$ cat src/sdp_pkg.sv
`timescale 1ns / 1ps
// ----------------------------------------------------------------------------
// sdp_pkg: shared definitions of the step/direction pulse generator
// Timer constants, derived widths, command codes and divider handshake types.
// ----------------------------------------------------------------------------
package sdp_pkg;

   // timer setup
   localparam int TIMER_CLOCK_HZ = 8000000;
   localparam int PRESCALE       = 8;
   localparam int MIN_FREQ       = 100;
   localparam int MAX_FREQ       = 5000;
   localparam int DEFAULT_FREQ   = 500;

   // word field widths
   localparam int CMD_W   = 2;
   localparam int COUNT_W = 32;
   localparam int HZ_W    = 32;

   // internal widths
   localparam int PRESCALE_W = 3;
   localparam int PERIOD_W   = 16;
   localparam int FREQ_W     = $clog2(MAX_FREQ + 1);
   localparam int DIVIDEND_W = $clog2(TIMER_CLOCK_HZ + 1);
   localparam int DIVISOR_W  = $clog2(MAX_FREQ * PRESCALE + 1);
   localparam int DIV_CNT_W  = $clog2(DIVIDEND_W + 1);

   // reload after reset, worked out at elaboration
   localparam int DEFAULT_CLAMPED = (DEFAULT_FREQ < MIN_FREQ) ? MIN_FREQ :
                                    (DEFAULT_FREQ > MAX_FREQ) ? MAX_FREQ : DEFAULT_FREQ;
   localparam int DEFAULT_QUOT    = (TIMER_CLOCK_HZ / DEFAULT_CLAMPED) / PRESCALE;
   localparam logic [PERIOD_W-1:0] DEFAULT_RELOAD =
      (DEFAULT_QUOT == 0)     ? '0 :
      (DEFAULT_QUOT > 65536)  ? '1 : PERIOD_W'(DEFAULT_QUOT - 1);

   // command codes
   typedef enum logic [CMD_W-1:0] {
      CMD_TICK     = 2'd0,
      CMD_START    = 2'd1,
      CMD_STOP     = 2'd2,
      CMD_SET_FREQ = 2'd3
   } cmd_type;

   // divider control and status
   typedef struct packed {
      logic                 start;
      logic [DIVISOR_W-1:0] divisor;
   } div_ctrl_type;

   typedef struct packed {
      logic busy;
      logic done;
   } div_stat_type;

endpackage

$ cat src/sdp_channels.sv
`timescale 1ns / 1ps
// ----------------------------------------------------------------------------
// sdp_channels: valid/ready channels of the pulse generator
// Command word channel and status word channel.
// ----------------------------------------------------------------------------
interface sdp_req_if;
   import sdp_pkg::*;

   logic              valid;
   logic              ready;
   logic [CMD_W-1:0]  cmd;
   logic [COUNT_W-1:0] steps;
   logic              direction;
   logic [HZ_W-1:0]   freq_hz;

   modport source (output valid, cmd, steps, direction, freq_hz, input ready);
   modport sink   (input valid, cmd, steps, direction, freq_hz, output ready);
endinterface

interface sdp_rsp_if;
   import sdp_pkg::*;

   logic               valid;
   logic               ready;
   logic               pulse_level;
   logic               dir_level;
   logic               busy_res;
   logic               step_event;
   logic [COUNT_W-1:0] steps_done;

   modport source (output valid, pulse_level, dir_level, busy_res, step_event, steps_done,
                   input ready);
   modport sink   (input valid, pulse_level, dir_level, busy_res, step_event, steps_done,
                   output ready);
endinterface

$ cat src/sdp_divider.sv
`timescale 1ns / 1ps
// ----------------------------------------------------------------------------
// sdp_divider: serial restoring divider for the period reload
// Divides the timer clock by a registered divisor, one quotient bit a cycle.
// ----------------------------------------------------------------------------
module sdp_divider (
   input  logic                                  clock,
   input  logic                                  reset,
   input  sdp_pkg::div_ctrl_type                 ctrl,
   output sdp_pkg::div_stat_type                 stat,
   output logic [sdp_pkg::DIVIDEND_W-1:0]        quotient
);
   import sdp_pkg::*;

   localparam logic [DIVIDEND_W-1:0] DIVIDEND = DIVIDEND_W'(TIMER_CLOCK_HZ);
   localparam logic [DIV_CNT_W-1:0]  LAST_BIT = DIV_CNT_W'(DIVIDEND_W - 1);

   logic                  busy_ff, busy_in;
   logic                  done_ff, done_in;
   logic [DIV_CNT_W-1:0]  count_ff, count_in;
   logic [DIVISOR_W-1:0]  divisor_ff, divisor_in;
   logic [DIVISOR_W-1:0]  rem_ff, rem_in;
   logic [DIVIDEND_W-1:0] quo_ff, quo_in;
   logic [DIVISOR_W:0]    shifted;
   logic                  fits;

   // shift in the next dividend bit and trial-subtract
   always_comb begin
      shifted = {rem_ff, quo_ff[DIVIDEND_W-1]};
      fits    = shifted >= {1'b0, divisor_ff};
   end

   always_comb begin
      busy_in    = busy_ff;
      done_in    = 1'b0;
      count_in   = count_ff;
      divisor_in = divisor_ff;
      rem_in     = rem_ff;
      quo_in     = quo_ff;
      if (ctrl.start) begin
         busy_in    = 1'b1;
         count_in   = '0;
         divisor_in = ctrl.divisor;
         rem_in     = '0;
         quo_in     = DIVIDEND;
      end else if (busy_ff) begin
         rem_in   = fits ? DIVISOR_W'(shifted - {1'b0, divisor_ff}) : shifted[DIVISOR_W-1:0];
         quo_in   = {quo_ff[DIVIDEND_W-2:0], fits};
         count_in = count_ff + 1'b1;
         if (count_ff == LAST_BIT) begin
            busy_in = 1'b0;
            done_in = 1'b1;
         end
      end
   end

   always_ff @(posedge clock) begin
      if (reset) begin
         busy_ff  <= 1'b0;
         done_ff  <= 1'b0;
         count_ff <= '0;
      end else begin
         busy_ff  <= busy_in;
         done_ff  <= done_in;
         count_ff <= count_in;
      end
      divisor_ff <= divisor_in;
      rem_ff     <= rem_in;
      quo_ff     <= quo_in;
   end

   assign stat.busy = busy_ff;
   assign stat.done = done_ff;
   assign quotient  = quo_ff;

endmodule

$ cat src/step_dir_pulse_generator_unit.sv
`timescale 1ns / 1ps
// ----------------------------------------------------------------------------
// step_dir_pulse_generator_unit: step/direction pulse generator
// Runs the step timer on tick words and handles start, stop and frequency
// words; one status word goes out for every command word.
//
//   channel   dir  word contents
//   req       in   cmd, steps, direction, freq_hz
//   rsp       out  pulse_level, dir_level, busy_res, step_event, steps_done
//
// Tick, start and stop words are taken back to back while the status
// register drains. A set-frequency word waits in ST_DIVIDE while the
// serial divider makes one quotient bit a cycle, and req is held low
// meanwhile. Reset is synchronous and loads the default reload; a stalled
// rsp holds req low until taken.
// ----------------------------------------------------------------------------
module step_dir_pulse_generator_unit (
   input  logic      clock,
   input  logic      reset,
   sdp_req_if.sink   req_channel,
   sdp_rsp_if.source rsp_channel
);
   import sdp_pkg::*;

   typedef enum logic {
      ST_IDLE,
      ST_DIVIDE
   } state_type;

   localparam logic [PRESCALE_W:0] PRESCALE_END = (PRESCALE_W + 1)'(PRESCALE);

   state_type             state_ff, state_in;
   logic                  running_ff, running_in;
   logic [COUNT_W-1:0]    sent_ff, sent_in;
   logic [COUNT_W-1:0]    target_ff, target_in;
   logic                  dir_ff, dir_in;
   logic                  pulse_ff, pulse_in;
   logic [PRESCALE_W-1:0] prescale_ff, prescale_in;
   logic [PERIOD_W-1:0]   period_ff, period_in;
   logic [PERIOD_W-1:0]   reload_ff, reload_in;
   logic                  rsp_valid_ff, rsp_valid_in;
   logic                  event_ff, event_in;

   logic                  req_fire;
   logic [FREQ_W-1:0]     hz_clamp;
   logic [COUNT_W-1:0]    sent_next;
   logic [PERIOD_W-1:0]   period_next;
   logic [PERIOD_W-1:0]   reload_q;
   div_ctrl_type          div_ctrl;
   div_stat_type          div_stat;
   logic [DIVIDEND_W-1:0] div_quot;

   sdp_divider u_divider (
      .clock    (clock),
      .reset    (reset),
      .ctrl     (div_ctrl),
      .stat     (div_stat),
      .quotient (div_quot)
   );

   // take a word when idle and the status slot is free or draining
   assign req_channel.ready = (state_ff == ST_IDLE) && !div_stat.busy &&
                              (!rsp_valid_ff || rsp_channel.ready);
   assign req_fire = req_channel.valid && req_channel.ready;

   // clamp the requested rate to the limits
   always_comb begin
      if (req_channel.freq_hz < HZ_W'(MIN_FREQ)) begin
         hz_clamp = FREQ_W'(MIN_FREQ);
      end else if (req_channel.freq_hz > HZ_W'(MAX_FREQ)) begin
         hz_clamp = FREQ_W'(MAX_FREQ);
      end else begin
         hz_clamp = req_channel.freq_hz[FREQ_W-1:0];
      end
   end

   // saturate the quotient into a reload value
   always_comb begin
      if (div_quot == '0) begin
         reload_q = '0;
      end else if (div_quot > DIVIDEND_W'(65536)) begin
         reload_q = '1;
      end else begin
         reload_q = PERIOD_W'(div_quot - 1'b1);
      end
   end

   assign period_next = (period_ff == reload_ff) ? '0 : period_ff + 1'b1;
   assign sent_next   = sent_ff + 1'b1;

   // sequence the command words
   always_comb begin
      state_in     = state_ff;
      running_in   = running_ff;
      sent_in      = sent_ff;
      target_in    = target_ff;
      dir_in       = dir_ff;
      pulse_in     = pulse_ff;
      prescale_in  = prescale_ff;
      period_in    = period_ff;
      reload_in    = reload_ff;
      rsp_valid_in = rsp_valid_ff && !rsp_channel.ready;
      event_in     = event_ff;
      div_ctrl.start   = 1'b0;
      div_ctrl.divisor = DIVISOR_W'(DIVISOR_W'(hz_clamp) * DIVISOR_W'(PRESCALE));

      case (state_ff)
         ST_IDLE: begin
            if (req_fire) begin
               event_in = 1'b0;
               case (cmd_type'(req_channel.cmd))
                  CMD_TICK: begin
                     rsp_valid_in = 1'b1;
                     if (running_ff) begin
                        if ({1'b0, prescale_ff} + 1'b1 >= PRESCALE_END) begin
                           prescale_in = '0;
                           period_in   = period_next;
                           if (period_next == '0) begin
                              event_in = 1'b1;
                              pulse_in = !pulse_ff;
                              sent_in  = sent_next;
                              if (sent_next >= target_ff) begin
                                 running_in = 1'b0;
                                 pulse_in   = 1'b1;
                              end
                           end
                        end else begin
                           prescale_in = prescale_ff + 1'b1;
                        end
                     end
                  end
                  CMD_START: begin
                     rsp_valid_in = 1'b1;
                     if (req_channel.steps != '0) begin
                        pulse_in    = 1'b1;
                        dir_in      = req_channel.direction;
                        sent_in     = '0;
                        target_in   = req_channel.steps;
                        prescale_in = '0;
                        period_in   = '0;
                        running_in  = 1'b1;
                     end
                  end
                  CMD_STOP: begin
                     rsp_valid_in = 1'b1;
                     running_in   = 1'b0;
                     pulse_in     = 1'b1;
                  end
                  CMD_SET_FREQ: begin
                     div_ctrl.start = 1'b1;
                     state_in       = ST_DIVIDE;
                  end
                  default: begin
                     rsp_valid_in = 1'b1;
                  end
               endcase
            end
         end
         ST_DIVIDE: begin
            // the status slot drained before the divide began
            if (div_stat.done) begin
               reload_in    = reload_q;
               rsp_valid_in = 1'b1;
               state_in     = ST_IDLE;
            end
         end
         default: begin
            state_in = ST_IDLE;
         end
      endcase
   end

   always_ff @(posedge clock) begin
      if (reset) begin
         state_ff     <= ST_IDLE;
         running_ff   <= 1'b0;
         sent_ff      <= '0;
         target_ff    <= '0;
         dir_ff       <= 1'b0;
         pulse_ff     <= 1'b1;
         prescale_ff  <= '0;
         period_ff    <= '0;
         reload_ff    <= DEFAULT_RELOAD;
         rsp_valid_ff <= 1'b0;
         event_ff     <= 1'b0;
      end else begin
         state_ff     <= state_in;
         running_ff   <= running_in;
         sent_ff      <= sent_in;
         target_ff    <= target_in;
         dir_ff       <= dir_in;
         pulse_ff     <= pulse_in;
         prescale_ff  <= prescale_in;
         period_ff    <= period_in;
         reload_ff    <= reload_in;
         rsp_valid_ff <= rsp_valid_in;
         event_ff     <= event_in;
      end
   end

   // drive the status word
   assign rsp_channel.valid       = rsp_valid_ff;
   assign rsp_channel.pulse_level = pulse_ff;
   assign rsp_channel.dir_level   = dir_ff;
   assign rsp_channel.busy_res    = running_ff;
   assign rsp_channel.step_event  = event_ff;
   assign rsp_channel.steps_done  = sent_ff;

endmodule
$ cat src/flat_wrapper.sv
// flat-port wrapper written by rule: the top's interface ports become plain ports
module step_dir_pulse_generator_unit_flat import sdp_pkg::*;
  (clock, reset, req_channel_valid, req_channel_cmd, req_channel_steps, req_channel_direction, req_channel_freq_hz, req_channel_ready, rsp_channel_valid, rsp_channel_pulse_level, rsp_channel_dir_level, rsp_channel_busy_res, rsp_channel_step_event, rsp_channel_steps_done, rsp_channel_ready);
  sdp_req_if req_channel_i ();
  sdp_rsp_if rsp_channel_i ();
  input  logic clock;
  input  logic reset;
  input wire logic [$bits(req_channel_i.valid)-1:0] req_channel_valid;
  input wire logic [$bits(req_channel_i.cmd)-1:0] req_channel_cmd;
  input wire logic [$bits(req_channel_i.steps)-1:0] req_channel_steps;
  input wire logic [$bits(req_channel_i.direction)-1:0] req_channel_direction;
  input wire logic [$bits(req_channel_i.freq_hz)-1:0] req_channel_freq_hz;
  output wire logic [$bits(req_channel_i.ready)-1:0] req_channel_ready;
  output wire logic [$bits(rsp_channel_i.valid)-1:0] rsp_channel_valid;
  output wire logic [$bits(rsp_channel_i.pulse_level)-1:0] rsp_channel_pulse_level;
  output wire logic [$bits(rsp_channel_i.dir_level)-1:0] rsp_channel_dir_level;
  output wire logic [$bits(rsp_channel_i.busy_res)-1:0] rsp_channel_busy_res;
  output wire logic [$bits(rsp_channel_i.step_event)-1:0] rsp_channel_step_event;
  output wire logic [$bits(rsp_channel_i.steps_done)-1:0] rsp_channel_steps_done;
  input wire logic [$bits(rsp_channel_i.ready)-1:0] rsp_channel_ready;
  assign req_channel_i.valid = req_channel_valid;
  assign req_channel_i.cmd = req_channel_cmd;
  assign req_channel_i.steps = req_channel_steps;
  assign req_channel_i.direction = req_channel_direction;
  assign req_channel_i.freq_hz = req_channel_freq_hz;
  assign req_channel_ready = req_channel_i.ready;
  assign rsp_channel_valid = rsp_channel_i.valid;
  assign rsp_channel_pulse_level = rsp_channel_i.pulse_level;
  assign rsp_channel_dir_level = rsp_channel_i.dir_level;
  assign rsp_channel_busy_res = rsp_channel_i.busy_res;
  assign rsp_channel_step_event = rsp_channel_i.step_event;
  assign rsp_channel_steps_done = rsp_channel_i.steps_done;
  assign rsp_channel_i.ready = rsp_channel_ready;
  step_dir_pulse_generator_unit u_core (.clock(clock), .reset(reset), .req_channel(req_channel_i), .rsp_channel(rsp_channel_i));
endmodule
$ cat config.mk
export PLATFORM = sky130hd
export DESIGN_NAME = step_dir_pulse_generator_unit_flat
export DESIGN_NICKNAME = d
export VERILOG_FILES = /design/src/sdp_pkg.sv /design/src/sdp_channels.sv /design/src/sdp_divider.sv /design/src/step_dir_pulse_generator_unit.sv /design/src/flat_wrapper.sv
export SDC_FILE = /design/constraint.sdc
export NUM_CORES = 1
export LEC_CHECK = 0
export ABC_AREA = 1
export BUFFER_PORTS_ARGS = -buffer_cell sky130_fd_sc_hd__buf_2
export CORE_MARGIN = 5
export CORE_UTILIZATION = 40
export CTS_CLUSTER_SIZE = 30
export DETAILED_ROUTE_END_ITERATION = 7
export GPL_ROUTABILITY_DRIVEN = 0
export PLACE_DENSITY = 0.65
export SLEW_MARGIN = 20
export SYNTH_ARGS = -nofsm -noshare
export SYNTH_HDL_FRONTEND = slang
export SYNTH_SLANG_ARGS = --single-unit
$ cat constraint.sdc
create_clock -name clock -period 3.1 [get_ports clock]
set_input_delay 0.62 -clock clock [delete_from_list [all_inputs] [get_ports clock]]
set_output_delay 0.62 -clock clock [all_outputs]
set_load 0.01 [all_outputs]
Yosys cells after proc, flatten, opt, wreduce, memory -nomap -nowiden
Cells that the tools add are included.
{"block": "word_totals", "in_bits": 71, "regBits": 164, "wordCells": 115, "output_inout_bits": 38}
{"block": "op_classes", "n_eq_ne": 9, "n_lt_le_gt_ge": 6, "n_bitwise": 2, "n_reduce_logical": 27, "n_mux": 46, "add_sub_neg": 7}
{"operator": "$mux 32", "count": 4}
{"operator": "$mux 16", "count": 7}
{"operator": "$pmux 32 s2", "count": 1}
{"operator": "$add 32x1->32 const B", "count": 1}
{"operator": "$ge 32x32->1", "count": 1}
{"operator": "$gt 32x13->1 const B", "count": 1}
{"operator": "$lt 32x7->1 const B", "count": 1}
{"operator": "$pmux 16 s2", "count": 1}
{"operator": "$reduce_bool 32->1", "count": 1}
{"operator": "$mux 1", "count": 24}
{"operator": "$gt 23x17->1 const B", "count": 1}
{"operator": "$logic_not 23->1", "count": 1}
{"operator": "$ge 17x16->1", "count": 1}
{"operator": "$add 16x1->16 const B", "count": 1}
{"operator": "$eq 16x16->1", "count": 1}
{"operator": "$logic_not 16->1", "count": 1}
{"operator": "$sub 16x1->16 const B", "count": 1}
{"operator": "$sub 16x16->16", "count": 1}
{"operator": "$reduce_and 7->1", "count": 2}
{"operator": "$mux 13", "count": 1}
{"operator": "$mux 3", "count": 3}
{"operator": "$ne 2x1->1 const B", "count": 4}
{"operator": "$reduce_and 4->1", "count": 2}
{"operator": "$pmux 1 s3", "count": 2}
{"operator": "other kinds (21)", "count": 33}

Logic depth before layout (Yosys ltp)
Gate-level depths: netlist (run 1).
{"block": "logic_depth", "ltp_word": 7, "depth_mapped": 22, "depth_no_buf": 22}

Hierarchy
From an unflattened synthesis (run 1), not the netlist that was laid out.
{"block": "hier_totals", "hier_cells": 1641, "area_unflattened_um2": 10772.8}
{"mod": "step_dir_pulse_generator_unit", "instances": 1, "cells_per_inst": 1156, "area_each_um2": 7312.0, "seq_area_each_um2": 2102.0}
{"mod": "sdp_divider", "instances": 1, "cells_per_inst": 485, "area_each_um2": 3460.8, "seq_area_each_um2": 1401.3}

Worst setup path after synthesis (run 1)
Ideal clock, no wire load.
{"block": "synth_path", "path_type": "register to register", "startpoint": "register u_core.sent_ff[0], in the netlist u_core.rsp_channel.steps_done[0]", "endpoint": "register u_core.running_ff, in the netlist u_core.rsp_channel.busy_res", "path_stages_with_launch": 21, "path_slack_ns": 0.269, "n_path_buf": 0, "setup_time_ns": 0.118, "t_required_ns": 2.982, "synth_period_minus_slack_ns": 2.831, "arrival_time_ns": 2.713, "path_cell_list": "dfxtp_1 -> ha_1 -> inv_1 -> nor3_2 -> nand2_1 -> nor2_1 -> inv_1 -> nor2_1 -> nand2_1 -> xor2_1 -> inv_1 -> ha_1 -> nand2_1 -> nor2_1 -> nand2_1 -> nor2_1 -> nand4_1 -> nand3_1 -> nand4_1 -> nand2_1 -> a21oi_1"}
{"block": "synth_between", "elab_chain_len": 7}
{"element": "start, declared", "line_no": "step_dir_pulse_generator_unit.sv:34", "rtl": "logic [COUNT_W-1:0] sent_ff, sent_in;"}
{"element": "start signal, assigned", "line_no": "step_dir_pulse_generator_unit.sv:189", "rtl": "sent_ff <= sent_in;"}
{"element": "$add 32x1->32", "line_no": "step_dir_pulse_generator_unit.sv:89", "rtl": "assign sent_next = sent_ff + 1'b1;"}
{"element": "$ge 32x32->1", "line_no": "step_dir_pulse_generator_unit.sv:122", "rtl": "if (sent_next >= target_ff) begin"}
{"element": "$mux 1", "line_no": "step_dir_pulse_generator_unit.sv:122"}
{"element": "$mux 1", "line_no": "step_dir_pulse_generator_unit.sv:118", "rtl": "if (period_next == '0) begin"}
{"element": "$mux 1", "line_no": "step_dir_pulse_generator_unit.sv:115", "rtl": "if ({1'b0, prescale_ff} + 1'b1 >= PRESCALE_END) begin"}
{"element": "$mux 1", "line_no": "step_dir_pulse_generator_unit.sv:114", "rtl": "if (running_ff) begin"}
{"element": "$pmux 1 s3", "line_no": "step_dir_pulse_generator_unit.sv:111", "rtl": "case (cmd_type'(req_channel.cmd))"}
{"element": "end signal, assigned", "line_no": "step_dir_pulse_generator_unit.sv:188", "rtl": "running_ff <= running_in;"}
{"element": "end, declared", "line_no": "step_dir_pulse_generator_unit.sv:33", "rtl": "logic running_ff, running_in;"}
Every way passes these cells.
A chain may end at the register's enable or synchronous reset.

Final worst setup path (run 1)
{"block": "layout_path", "startpoint": "register u_core.sent_ff[1], in the netlist u_core.rsp_channel.steps_done[1]", "endpoint": "register u_core.running_ff, in the netlist u_core.rsp_channel.busy_res"}
Same word-level chain as after synthesis.

==> results.ini, run 1 <==
[drt]
vias_per_cell = 5.06
dr.pass1.iters = 6
wl_um = 27700
num_vias = 10000
drt_iter0_drc = 643
wire_per_inst_um = 14.0
ant_nets = 0
drcViolationCount = 0

[clocking]
cts_sinks = 164
htree_levels = 4
root_buffer = clkbuf_16
clk_path_buf_depth = 2
cts_tree = built
path_clk_slew_ns = 0.07
holdBufCountCts = 0
cts_buffers = 17
clk_latency_ns = 0.43

[final_layout]
fin_nets = 1762
layout-drive-gt1-share_pct = 16.7
area.growth.synth_to_final_pct = 16.3
fillerInstances = 2585
final_common_cell = nand2_1
most-common-layout-cells = nand2_1, inv_1, nor2_1

[setup_path]
r2r.worst_path.cells = 20
critPathLaunchType = register
path_class = reg2reg
path_buf_inv = 3
crit_family = simple AND/OR/NAND/NOR gates
worstReg2RegStart = u_core.rsp_channel.steps_done[1]
cp_data_required_time_ns = 3.42
max_stage_delay_ns = 0.35
cp_slowest_cell = dfxtp_2
path_max_fanout = 3
crit_chain = ha_2 > inv_1 > nor3_2 > nand2_1 > nor2_2 > inv_1 > nor2_4 > nand2_1 > xor2_1 > inv_1 > ha_1 > nand2_1 > nor2_1 > nand2_1 > nor2_2 > nand4_1 > nand3_2 > nand4_1 > nand2_1 > a21oi_1
r2r_end = u_core.rsp_channel.busy_res
crit_arrival_ns = 3.29
crit_path_end_kind = register
r2r_slack_ns = 0.14
cpMostUsedCell = nand2_1

[floorplanning]
die_height_um = 170
ios = 109
die_area_mm2 = 0.0290
initial_core_util_pct = 40.7
fp.coreArea_mm2 = 0.0253
core.rowCount = 58
dieWidth_um = 170

[power]
power_uw = 5910
p_int_uw = 3930
p_seq_share_pct = 42.7
p_clk_share_pct = 33.6
power.density_mw_per_mm2 = 495
p_leak_uw = 0.00549
vdd_drop_max_mv = 0.297
p_switching_uw = 1980
comb_power_share_pct = 23.7
swShare_pct = 33.5

[logic_synthesis]
ys_ff_latch = 164
ys_seq_area_share_pct = 33.2
synthFlopType = dfxtp_1
synth_area_mm2 = 0.0103
syn_nets = 1650
syn_area_per_cell_um2 = 6.75
yosysUniqueCellTypes = 55
async_flop_share_pct = 0
ys_warn_count = 0
synth-edff-count = 13
syn_inst = 1522

[timing]
fin_skew_ns = 0.0134
worst_pin_slew_ns = 0.642
setup_violations = 0
finalCritPeriodShare_pct = 95.6
fin_crit_ns = 2.96
clock.fmax_mhz = 337
maxSlewViolCount = 0
finalHoldViolCount = 0
max_slew_margin_pct = 57.2
hold_slack_ns = 0.452

[grt]
grt.overflow.total = 0
grt_max_degree = 66
grt_use_total_pct = 19.0
antenna_found_initial = 1
grt_pass1_wl_um = 45600
grt_pass1_vias = 9402

[placement]
dpl.hpwl_um = 20600
place.port_buffers = 108

[status]
status = completed

[flow_run]
max_cap_viol_count = 0

[min_path]
hold_path_depth = 3
worstHoldStart = req_channel_direction
hp-class = in2reg
hold_path_end = u_core.rsp_channel.dir_level

-- worst reg2reg max path, delay by kind of cell, from the launching register on --
family	cells	cell delay, ns
AOI/OAI and AO/OA	1	0.05
xor gates and xnor gates	1	0.19
adders and majority gates	2	0.47
buffers and inverters	3	0.25
DFF	1	0.35
and+or+nand+nor	13	1.57
-- power groups by stage --
stage                     registers [uW]  logic (uW)  clock network (uW)
after floorplan                     2520        1080                   0
after global placement              2560        1350                   0
after detailed placement            2560        1380                   0
after CTS                           2520        1390                2020
after global routing                2550        1620                2120
final                               2520        1400                1990
-- final cells by class --
class	count	area (um2)	share of cell area [%]
inverters	201	758	6.35
repair buffers	148	857	7.18
diodes	1	2.50	0.0210
flip-flops and latches	164	3420	28.6
multi-input cells	1102	5950	49.8
clock buffers	19	443	3.71
clock inverters	13	100	0.838
well taps	330	413	3.46
-- kinds of logic (layout without fill, tap and decap cells) --
kind of cell / after synthesis / in the layout / share of synthesized area, %
AO/OA/AOI/OAI: 276 / 276 / 14.8
XOR/XNOR: 49 / 49 / 4.18
adder cells (fa/ha/maj): 57 / 57 / 7.02
buffers and inverters: 256 / 381 / 10.3
flip-flops: 164 / 164 / 33.2
other: 0 / 1 / 0
AND/OR/NAND/NOR: 720 / 720 / 30.5
-- worst max-delay path by stage --
stage / cells after the start / slack, ns / startpoint / to
finish: 20 / 0.14 / u_core.rsp_channel.steps_done[1] / u_core.rsp_channel.busy_res
floorplan: 20 / 0.27 / u_core.rsp_channel.steps_done[0] / u_core.rsp_channel.busy_res
detailed placement: 18 / 0.02 / u_core.rsp_channel.steps_done[1] / u_core.rsp_channel.busy_res
CTS: 20 / 0.0005 / u_core.rsp_channel.steps_done[1] / u_core.rsp_channel.busy_res
global route: 18 / -0.08 / u_core.rsp_channel.steps_done[6] / u_core.rsp_channel.busy_res
global placement: 17 / 0.09 / u_core.rsp_channel.steps_done[6] / u_core.rsp_channel.busy_res
-- cells in the mapped netlist (21+ instances only) --
library cell	count	share of area (%)
ha_1	56	6.8
a21oi_1	137	6.7
clkbuf_1	37	1.4
inv_1	190	6.9
nor2_1	193	7.1
nand2_1	350	13
xor2_1	39	3.3
nand4_1	21	1.3
nand3_1	67	3.3
nor3_1	23	1.1
o21ai_0	86	4.2
dfxtp_1	151	29
-- state kept, by name, summed over array words and instances (netlist names), 3 cells and up --
name / count
u_core.rsp_channel.steps_done: 32
u_core.target_ff: 32
u_core.u_divider.quotient: 23
u_core.period_ff: 16
u_core.reload_ff: 16
u_core.u_divider.rem_ff: 16
u_core.u_divider.divisor_ff: 13
u_core.u_divider.count_ff: 5
u_core.prescale_ff: 3
-- layer usage --
metal  up-vias  share of wire (%)  track usage [%]
met5         -                  0                0
met2       315                 45             31.3
met1      4488                 46             25.2
met3        60                6.5             3.02
met4         0                2.8             7.08
li1       5139                  -                -
-- through the flow --
step | util [%] | cell area, um2 | setup slack, ns | setup TNS (ns) | std cells
after global placement | 44.4 | 11200 | 0.0862 | 0 | 1941
after detailed placement | 44.4 | 11200 | 0.0250 | 0 | 1941
after floorplan | - | 10300 | 0.269 | 0 | 1522
after global routing | 47.3 | 11900 | -0.0761 | -0.130 | 1978
after CTS | 46.5 | 11800 | 0.000451 | 0 | 1973
final | 47.3 | 11900 | 0.137 | 0 | 1978
-- repair_timing --
item / CTS / global route
endpoints found under the hold margin: 0 / 0
resized for setup: 1 / 36
endpoints found under the setup margin: 2 / 2
pin swaps: 0 / 6
setup buffers: 0 / 4
Power figures use the tool's default switching activity.
==> run 2: changes to the inputs <==
- BUFFER_PORTS_ARGS: -buffer_cell sky130_fd_sc_hd__buf_2 -> -buffer_cell sky130_fd_sc_hd__clkbuf_2
==> run 2 against run 1 <==
First-iteration DRC count down 5.3%; flip-flop and latch count stayed put; clock power rose by 8%; sequential power is essentially flat; die area is the same; sequential share of layout area fell by 0.13 points; combinational power is essentially flat; critical path type unchanged; highest routed layer unchanged.
==> results.ini, run 2 (synthesized netlist as in run 1, its figures left out) <==
[status]
status = completed  ; unchanged

[placement]
dp.cells = 1943  ; was 1941
place.port_buffers = 108  ; unchanged
dpl.hpwl_um = 20400  ; was 20600 um
pre_cts_slack_ns = 0.0756  ; was 0.0250 ns

[timing]
fin_skew_ns = 0.0136  ; was 0.0134 ns
hold_slack_ns = 0.459  ; was 0.452 ns
max_slew_margin_pct = 57.4  ; was 57.2%
maxSlewViolCount = 0  ; unchanged
finalHoldViolCount = 0  ; unchanged
finalSetupTns_ns = 0  ; unchanged
clock.fmax_mhz = 338  ; was 337 MHz
worst_pin_slew_ns = 0.640  ; was 0.642 ns
setup_violations = 0  ; unchanged
fin_crit_ns = 2.96  ; about the same
finalCritPeriodShare_pct = 95.4  ; was 95.6%
worst_slack_ns = 0.143  ; was 0.137 ns

[drt]
drcViolationCount = 0  ; unchanged
dr.pass1.iters = 5  ; was 6
met3_length_um = 1420  ; was 1810 um
highest_layer = met4  ; unchanged
wl_met1_um = 12700  ; about the same
drt_iter0_drc = 609  ; was 643
wire_per_inst_um = 13.7  ; was 14.0 um
dr_wl_met2_um = 12300  ; was 12400 um
wl_um = 27100  ; was 27700 um
num_vias = 9974  ; was 10000
ant_nets = 0  ; unchanged
vias_per_cell = 5.05  ; was 5.06

[setup_path]
cp_data_required_time_ns = 3.40  ; was 3.42 ns
path_max_fanout = 4  ; was 3
r2r_slack_ns = 0.14  ; about the same
crit_path_end_kind = register  ; unchanged
cpMostUsedCell = nand2_1  ; unchanged
crit_chain = nand2_1 > nor3_2 > nand2_1 > nor4_1 > buf_4 > nand2_1 > xor2_2 > inv_1 > ha_1 > a21oi_1 > o21ai_0 > nand2_1 > nand2_1 > a21oi_1 > nand3_2 > nor2_1 > nand2_1 > nand3_1 > nand3_1  ; was ha_2 > inv_1 > nor3_2 > nand2_1 > nor2_2 > inv_1 > nor2_4 > nand2_1 > xor2_1 > inv_1 > ha_1 > nand2_1 > nor2_1 > nand2_1 > nor2_2 > nand4_1 > nand3_2 > nand4_1 > nand2_1 > a21oi_1
critPathLaunchType = register  ; unchanged
crit_arrival_ns = 3.25  ; was 3.29 ns
cp_slowest_cell = dfxtp_1  ; was dfxtp_2
path_class = reg2reg  ; unchanged
startpoint = u_core.rsp_channel.steps_done[5]  ; was u_core.rsp_channel.steps_done[1]
max_stage_delay_ns = 0.41  ; was 0.35 ns
worstReg2RegStart = u_core.rsp_channel.steps_done[5]  ; was u_core.rsp_channel.steps_done[1]
r2r.worst_path.cells = 19  ; was 20

[floorplanning]
initial_core_util_pct = 40.7  ; unchanged
fp.coreArea_mm2 = 0.0253  ; unchanged
core.rowCount = 58  ; unchanged
die_height_um = 170  ; unchanged
dieWidth_um = 170  ; unchanged
die_area_mm2 = 0.0290  ; unchanged
ios = 109  ; unchanged

[final_layout]
layout-drive-gt1-share_pct = 16.4  ; was 16.7%
most-common-layout-cells = nand2_1, inv_1, nor2_1  ; unchanged
final_common_cell = nand2_1  ; unchanged
area.growth.synth_to_final_pct = 16.8  ; was 16.3%
fin_cells = 1976  ; was 1978
antenna_cells = 0  ; was 1
postLayoutCoreUtil_pct = 47.5  ; was 47.3%
fillerInstances = 2533  ; was 2585
fin_nets = 1761  ; was 1762

[clocking]
path_clk_slew_ns = 0.07  ; about the same
clk_latency_ns = 0.43  ; about the same
cts_sinks = 164  ; unchanged
cts_tree = built  ; unchanged
clk_path_buf_depth = 2  ; unchanged
cts_buffers = 17  ; unchanged
htree_levels = 4  ; unchanged
root_buffer = clkbuf_16  ; unchanged

[grt]
grt_use_total_pct = 18.7  ; was 19.0%
grt.overflow.total = 0  ; unchanged
grt_pass1_vias = 9381  ; was 9402
grt_max_degree = 66  ; unchanged
antenna_found_initial = 0  ; was 1
grt_pass1_wl_um = 45000  ; was 45600 um

[min_path]
hp-class = in2reg  ; unchanged
worstHoldStart = req_channel_direction  ; unchanged
hold_path_depth = 3  ; unchanged

[flow_run]
max_cap_viol_count = 0  ; unchanged

[power]
power.density_mw_per_mm2 = 506  ; was 495 mW/mm2
vdd_drop_max_mv = 0.299  ; was 0.297 mV
p_leak_uw = 0.00552  ; was 0.00549 uW

run 2: power by group:
part / total (uW) / internal [uW] / switching, uW
Clock: 2150 / 1200 / 948
Combinational: 1390 / 535 / 855
Sequential: 2530 / 2340 / 185
run 2: path summary, 6_finish.rpt:
check | endpoint
min | u_core.rsp_channel.dir_level
max | u_core.rsp_channel.pulse_level
max reg2reg | u_core.rsp_channel.pulse_level
min reg2reg | u_core.target_ff[16]
run 2: area by class of cell:
cell class	count	area [um2]	share of cell area, %
inverter	201	754	6.29
multi-input combinational	1102	5940	49.6
clock inverter	13	138	1.15
sequential	164	3420	28.5
clock buffer	19	464	3.87
timing repair buffer	147	858	7.16
tap	330	413	3.44
run 2: metal layers:
metal | GRT usage, % | vias up
li1 | - | 5153
met1 | 25.3 | 4493
met2 | 30.4 | 272
met3 | 3.00 | 56
met4 | 6.46 | 0
met5 | 0 | -
run 2: metrics by stage:
| stage | instance area (um2) | total power [uW] |
|---|---|---|
| 5_1_grt | 12000 | 6460 |
| 3_5_place_dp | 11200 | 3940 |
| 4_1_cts | 11800 | 6110 |
| 6_report | 12000 | 6070 |
| 3_3_place_gp | 11200 | 3920 |
| 2_1_floorplan | 10300 | 3590 |
run 2: timing repair:
item                                    in CTS  in global routing
buffers inserted                             0                  1
resized for setup                            0                 30
hold buffers                                 0                  0
endpoints found under the setup margin       0                  2
run 2: worst max-delay path, delay by kind of cell (launching register included):
kind / cells / cell delay (ns)
xor+xnor: 1 / 0.17
fa+ha+maj: 1 / 0.29
flops: 1 / 0.41
simple gates: 12 / 1.30
buf+inv: 2 / 0.25
compound gates: 3 / 0.41
